## src/bfdh_pkg.sv

```systemverilog
package bfdh_pkg;

	localparam int MAX_LOG2_BITS_DEF = 16;
	localparam int WORD_W = 64;
	localparam int HALF_W = 32;
	localparam int WORD_BITS_LOG2 = 6;

	localparam int CFG_INDEX_W = 4;
	localparam int CFG_DATA_W = 7;
	localparam logic [CFG_INDEX_W-1:0] REG_LOG2_BITS = 4'd0;
	localparam logic [CFG_INDEX_W-1:0] REG_PROBE_COUNT = 4'd1;

	localparam logic [4:0] LOG2_BITS_RST = 5'd16;
	localparam logic [6:0] PROBE_COUNT_RST = 7'd7;
	localparam logic [6:0] PROBE_LIMIT = 7'd64;

	localparam logic [63:0] FNV_SEED = 64'hcbf29ce484222325;
	localparam logic [63:0] MIX_SEED = 64'h9e3779b97f4a7c15;
	// FNV prime is 2^40 + 0x1b3
	localparam logic [8:0] FNV_PRIME_LO = 9'h1b3;
	localparam int FNV_PRIME_SHIFT = 40;

	localparam logic [63:0] FIN_C0 = 64'hff51afd7ed558ccd;
	localparam logic [63:0] FIN_C1 = 64'hc4ceb9fe1a85ec53;
	localparam logic [63:0] FIN_C2 = 64'hbf58476d1ce4e5b9;
	localparam logic [63:0] FIN_C3 = 64'h94d049bb133111eb;

	function automatic logic [63:0] fin_const(input logic [1:0] sel);
		logic [63:0] c;
		case (sel)
			2'd0: c = FIN_C0;
			2'd1: c = FIN_C1;
			2'd2: c = FIN_C2;
			default: c = FIN_C3;
		endcase
		return c;
	endfunction

endpackage

```

## src/bfdh_mul64.sv

```systemverilog
// Low 64 bits of a 64x64 product, one 32x32 partial product per cycle.
module bfdh_mul64 (
	input  logic        clk,
	input  logic        arst_n,
	input  logic        start,
	input  logic [63:0] op_a,
	input  logic [63:0] op_b,
	output logic        done,
	output logic [63:0] prod
);

	logic [63:0] a_q;
	logic [63:0] b_q;
	logic [63:0] acc_q;
	logic [63:0] prod_s1;
	logic [1:0]  step_q;
	logic        busy_q;
	logic        done_q;
	logic [bfdh_pkg::HALF_W-1:0] op_x;
	logic [bfdh_pkg::HALF_W-1:0] op_y;

	// step 0: aL*bL, step 1: aL*bH, step 2: aH*bL
	assign op_x = (step_q == 2'd2) ? a_q[63:32] : a_q[31:0];
	assign op_y = (step_q == 2'd1) ? b_q[63:32] : b_q[31:0];

	always_ff @(posedge clk or negedge arst_n) begin
		if (!arst_n) begin
			busy_q <= 1'b0;
			done_q <= 1'b0;
			step_q <= 2'd0;
		end else begin
			done_q <= 1'b0;
			if (start) begin
				busy_q <= 1'b1;
				step_q <= 2'd0;
			end else if (busy_q) begin
				step_q <= step_q + 2'd1;
				if (step_q == 2'd3) begin
					busy_q <= 1'b0;
					done_q <= 1'b1;
				end
			end
		end
	end

	always_ff @(posedge clk) begin
		if (start) begin
			a_q <= op_a;
			b_q <= op_b;
		end else if (busy_q) begin
			prod_s1 <= 64'(op_x) * 64'(op_y);
			case (step_q)
				2'd0: acc_q <= acc_q;
				2'd1: acc_q <= prod_s1;
				default: acc_q <= acc_q + {prod_s1[31:0], 32'd0};
			endcase
		end
	end

	assign done = done_q;
	assign prod = acc_q;

endmodule

```

## config.mk

```make
export PLATFORM = sky130hd
export DESIGN_NAME = bfdh_mul64
export DESIGN_NICKNAME = d
export VERILOG_FILES = /design/src/bfdh_pkg.sv /design/src/bfdh_mul64.sv
export SDC_FILE = /design/constraint.sdc
export NUM_CORES = 2
export LEC_CHECK = 0
export BUFFER_PORTS_ARGS = -buffer_cell sky130_fd_sc_hd__clkbuf_2
export CAP_MARGIN = 10
export CORE_UTILIZATION = 50
export DETAILED_ROUTE_END_ITERATION = 16
export GPL_TIMING_DRIVEN = 0
export PLACE_DENSITY_LB_ADDON = 0.3
export SLEW_MARGIN = 10
export SYNTH_ARGS = -nofsm -noshare
export SYNTH_HDL_FRONTEND = slang
export SYNTH_SLANG_ARGS = --single-unit
```

## constraint.sdc

```tcl
create_clock -name clk -period 13.2 [get_ports clk]
set_clock_uncertainty 0.15 [all_clocks]
set_input_delay 1.32 -clock clk [delete_from_list [all_inputs] [get_ports clk]]
set_output_delay 1.32 -clock clk [all_outputs]
set_load 0.01 [all_outputs]
```

* Word-level counts from Yosys, hierarchy flattened
Cells that the tools add are included.
Operators by class: multiplexer cells 11, div/mod/pow operators 0, bitwise logic cells 2, order comparisons 0, multipliers 1, reductions and logical operators 4, add/subtract/negate cells 2, shift operators 0, equal/unequal tests 3
Operators by type and width (count):
- 64-bit case mux with 2 select lines | 1
- 64-bit adder | 1
- 32-bit by 32-bit multiplier with 64-bit output | 1
- 32-bit two-way mux | 2
- 1-bit two-way mux | 6
- 2-bit == test, second input constant | 2
- 2-bit two-way mux | 2
- 3-bit AND reduction | 1
- 2-bit by 1-bit adder with 2-bit output, second input constant | 1
- 2-bit by 1-bit == test with 1-bit output, second input constant | 1
- 2-bit zero test | 1
- 1-bit inverter | 2
- 2-bit AND reduction | 1
- 2-bit nonzero test | 1
Storage, ports and cells: memory bits (read-only) 0, bits in writable memories 0, word-level logic and storage cells 30, bits in latches 0, flip-flop bits (word level) 260, memories 0, bits of input ports 131

* Logic depth before layout (Yosys ltp)
depth in word-level cells 4, mapped depth 35, depth with buffers taken out 30

* Worst setup path after synthesis
OpenSTA, ideal clock, no wires.
path kind reg-to-reg, from register step_q[0], to register prod_s1[63], data pin, clock period less this slack 9.261 ns, cell stages (with the launch flop) 31, setup slack 3.939 ns, arrival 8.845 ns, setup time 0.266 ns, cell sequence dfrtp_1 > inv_1 > ha_1 > clkbuf_1 > clkbuf_1 > clkbuf_1 > mux2i_1 > clkbuf_1 > nor2_1 > fa_1 > fa_1 > inv_1 > fa_1 > fa_1 > inv_1 > fa_1 > fa_1 > fa_1 > inv_1 > fa_1 > inv_1 > ha_1 > clkbuf_1 > nand4_1 > or4_1 > a211oi_1 > o21ai_1 > nand3_1 > a31oi_1 > o41ai_1 > xnor2_1
Between the ends: longest elaborated chain between the ends 3, elaborated cells on any way between the ends 5
Ends and longest elaborated chain:
- from (decl) | RTL line bfdh_mul64.sv:16 | logic [1:0] step_q;
- from (signal assigned) | RTL line bfdh_mul64.sv:37 | step_q <= step_q + 2'd1;
- 2-bit == test or 2-bit by 1-bit == test with 1-bit output (tied branches) | RTL line bfdh_mul64.sv:23, bfdh_mul64.sv:24
- 32-bit two-way mux, on equally long branches | RTL line bfdh_mul64.sv:23, bfdh_mul64.sv:24
- 32-bit by 32-bit multiplier with 64-bit output * | RTL line bfdh_mul64.sv:51 | prod_s1 <= 64'(op_x) * 64'(op_y);
- to (signal assigned) | RTL line bfdh_mul64.sv:51
- to (decl) | RTL line bfdh_mul64.sv:15 | logic [63:0] prod_s1;
Every way passes the cells marked *; elsewhere a longest branch is shown, timed or not. A chain may end at the register's enable or synchronous reset.

* Final worst setup path
Ends and elaborated chain as after synthesis.

==> results.cfg <==
[outcome]
status = complete, no violations

[place]
gp_congestion = 1.04
port_buffers = 195
place_hpwl_um = 131000
dpl.cell_count = 5716
post-place-ws_ns = 0.0863

[timing]
setup_ws_ns = 0.301
worstMarginPinSlew_ns = 1.36
post-route-min-period_ns = 12.90
hold_violations = 0
finalSetupViolations = 0
max_freq_mhz = 77.5
period_share_pct = 97.7
setup-tns-final_ns = 0
slew_viol_final = 0
slew_headroom_pct = 9.43

[yosys]
synth-main-ff-cell = edfxtp_1
netlist_instances = 4360
ys_warn_count = 0
yosys.area.top_type_share_pct = 41.8
yosysTopAreaCell = fa_1
syn-cell-area_mm2 = 0.0430
synth_nets = 5686
synth_common_cells = fa_1, inv_1, nor2_1
synthTopCellsByArea = fa_1, edfxtp_1, ha_1
post-synth-top-count-cell = fa_1
ys_seq_elements = 260
synthArstFlopShare_pct = 1.54
synth.distinct_cells = 72
avgSynthCellArea_um2 = 9.86
ys_seq_area_share_pct = 18.1
synth-edff-count = 256

[critical_path]
regToRegSetupSlack_ns = 0.30
max_stage_delay_ns = 1.12
r2r_start = step_q[0]
arrival_ns = 13.11
endpoint_kind = register
crit_slowest_cell = mux2i_1
r2r_end = prod_s1[63]
crit_path_max_fanout = 10
path_class = reg -> reg
crit_top_cell = fa_1
r2r_cells = 29
required_ns = 13.41
startpoint_type = register

[clock_network]
cts_root_buf = clkbuf_16
clk_path_buf_depth = 3
cts_num_sinks = 260
worstSkewPairLatency_ns = 0.64
cts_tree = done
h-tree-depth = 1
cts_made_buffers = 28
path_clk_slew_ns = 0.06
post_cts_buffers = 0

[detailed_routing]
dr.first_iter.drc_count = 3229
drtAntennaViolNets = 0
routedWlPerCell_um = 27.2
vias_per_cell = 5.76
num_vias = 33218
drc = 0
routed_wl_um = 157000
dr.pass1.iters = 6

[layout]
instances_no_fill = 5770
nets = 5928
drive_gt1_share_pct = 8.20
area_delta_synth_final_pct = 8.65

[global_route]
antenna_found_initial = 11
grt_max_degree = 89
gr-total-overflow = 0
first_global_vias = 34085
grt_first_pass_wirelength_um = 226000
track_usage_pct = 36.9

[worst_hold_path]
min-delay-path-class = in -> async

[die]
ios = 196
die_y_um = 295
core_area_mm2 = 0.0851
rows = 107
chipWidth_um = 295
start_util_pct = 50.5
dieArea_mm2 = 0.0872

[job]
cap_violations = 0
==> per-stage QoR <==
step	util (%)	instance area [um2]	hold WS (ns)
global route	54.8	46700	0.322
global placement	53.3	45400	0.363
floorplan	-	43000	0.348
detailed placement	53.7	45800	0.374
CTS	54.8	46700	0.300
finish	54.9	46700	0.341
==> layout make-up <==
type                    instances  area (um2)
fillers                      7782       38400
clock buffers                  38         738
flip-flops and latches        260        7790
well taps                    1144        1430
clock inverters                13         165
plain buffers                 190         739
multi-input cells            3016       31200
inverters                     893        3350
diodes                          3        7.51
repair buffers                213        1240
==> kinds of logic (layout without fill, tap and decap cells) <==
group	count (synthesis)	after routing	synth area share, %
compound gates	323	323	4.91
xor+xnor	89	89	1.81
fa+ha+maj	1195	1195	50.4
buf+inv	1084	1347	9.50
flops	260	260	18.1
mux	130	130	3.22
other cells	0	3	0
simple gates	1279	1279	12.0
==> worst max-delay path, delay by kind of cell (launching register included) <==
family                     cells  cell delay [ns]
muxes                          1             1.12
buffers and inverters          9             3.09
adders and majority gates     10             4.86
AOI/OAI and AO/OA              4             1.47
and+or+nand+nor                4             1.18
DFF                            1             0.42
xor gates and xnor gates       1             0.32
==> how the worst max path moves through the flow <==
| stage | from | end | slack (ns) | depth (start not counted) |
|---|---|---|---|---|
| global route | step_q[1] | prod_s1[63] | -0.004 | 30 |
| finish | step_q[0] | prod_s1[63] | 0.30 | 29 |
| floorplan | step_q[0] | prod_s1[63] | 3.94 | 30 |
| CTS | step_q[0] | prod_s1[63] | 0.006 | 30 |
| detailed placement | step_q[0] | prod_s1[63] | 0.09 | 30 |
| global placement | step_q[1] | prod_s1[63] | -1.09 | 30 |
==> layout by cell type (no fill, tap or decap), types with 5 or more instances in the layout <==
cell | Yosys | final
a21o_1 | 51 | 51
o21ai_0 | 71 | 71
nand4_1 | 21 | 21
o211ai_1 | 6 | 6
buf_6 | 0 | 9
nand3_1 | 18 | 18
clkbuf_1 | 170 | 174
a31oi_1 | 11 | 11
edfxtp_1 | 256 | 256
ha_1 | 298 | 298
and2_1 | 47 | 46
nor2_1 | 602 | 602
a21oi_1 | 92 | 92
clkbuf_2 | 1 | 201
clkbuf_16 | 0 | 28
nor2b_1 | 10 | 8
clkinv_1 | 0 | 5
nor3_1 | 8 | 8
mux2i_2 | 0 | 26
mux2i_1 | 65 | 38
a211oi_1 | 10 | 10
nand2_1 | 540 | 540
fa_1 | 897 | 897
xor2_1 | 34 | 34
buf_1 | 13 | 9
buf_2 | 5 | 8
inv_1 | 893 | 893
mux2_2 | 65 | 65
a211o_1 | 5 | 5
o21a_1 | 14 | 14
and3_1 | 10 | 10
xnor2_1 | 55 | 55
o21bai_1 | 17 | 17
==> state kept, by name (all words and copies together), names as in the netlist <==
signal / count
a_q: 64
b_q: 64
prod: 64
prod_s1: 64
step_q: 2
busy_q: 1
done: 1
==> metal layers <==
layer | vias up | part of all wire [%] | track usage [%]
met5 | - | 0.12 | 0.942
met4 | 12 | 8.6 | 25.8
met3 | 513 | 11 | 10.5
met2 | 1947 | 44 | 55.2
met1 | 16950 | 36 | 46.2
li1 | 13796 | - | -
==> timing repair <==
action                     in CTS  in global routing
hold buffers                    0                  0
gates resized for setup         0                  6
setup endpoints to repair       0                  9
Power is left out: the tool's default activity adds up to more than one toggle a clock period on the data nets, which glitch-free logic cannot reach.
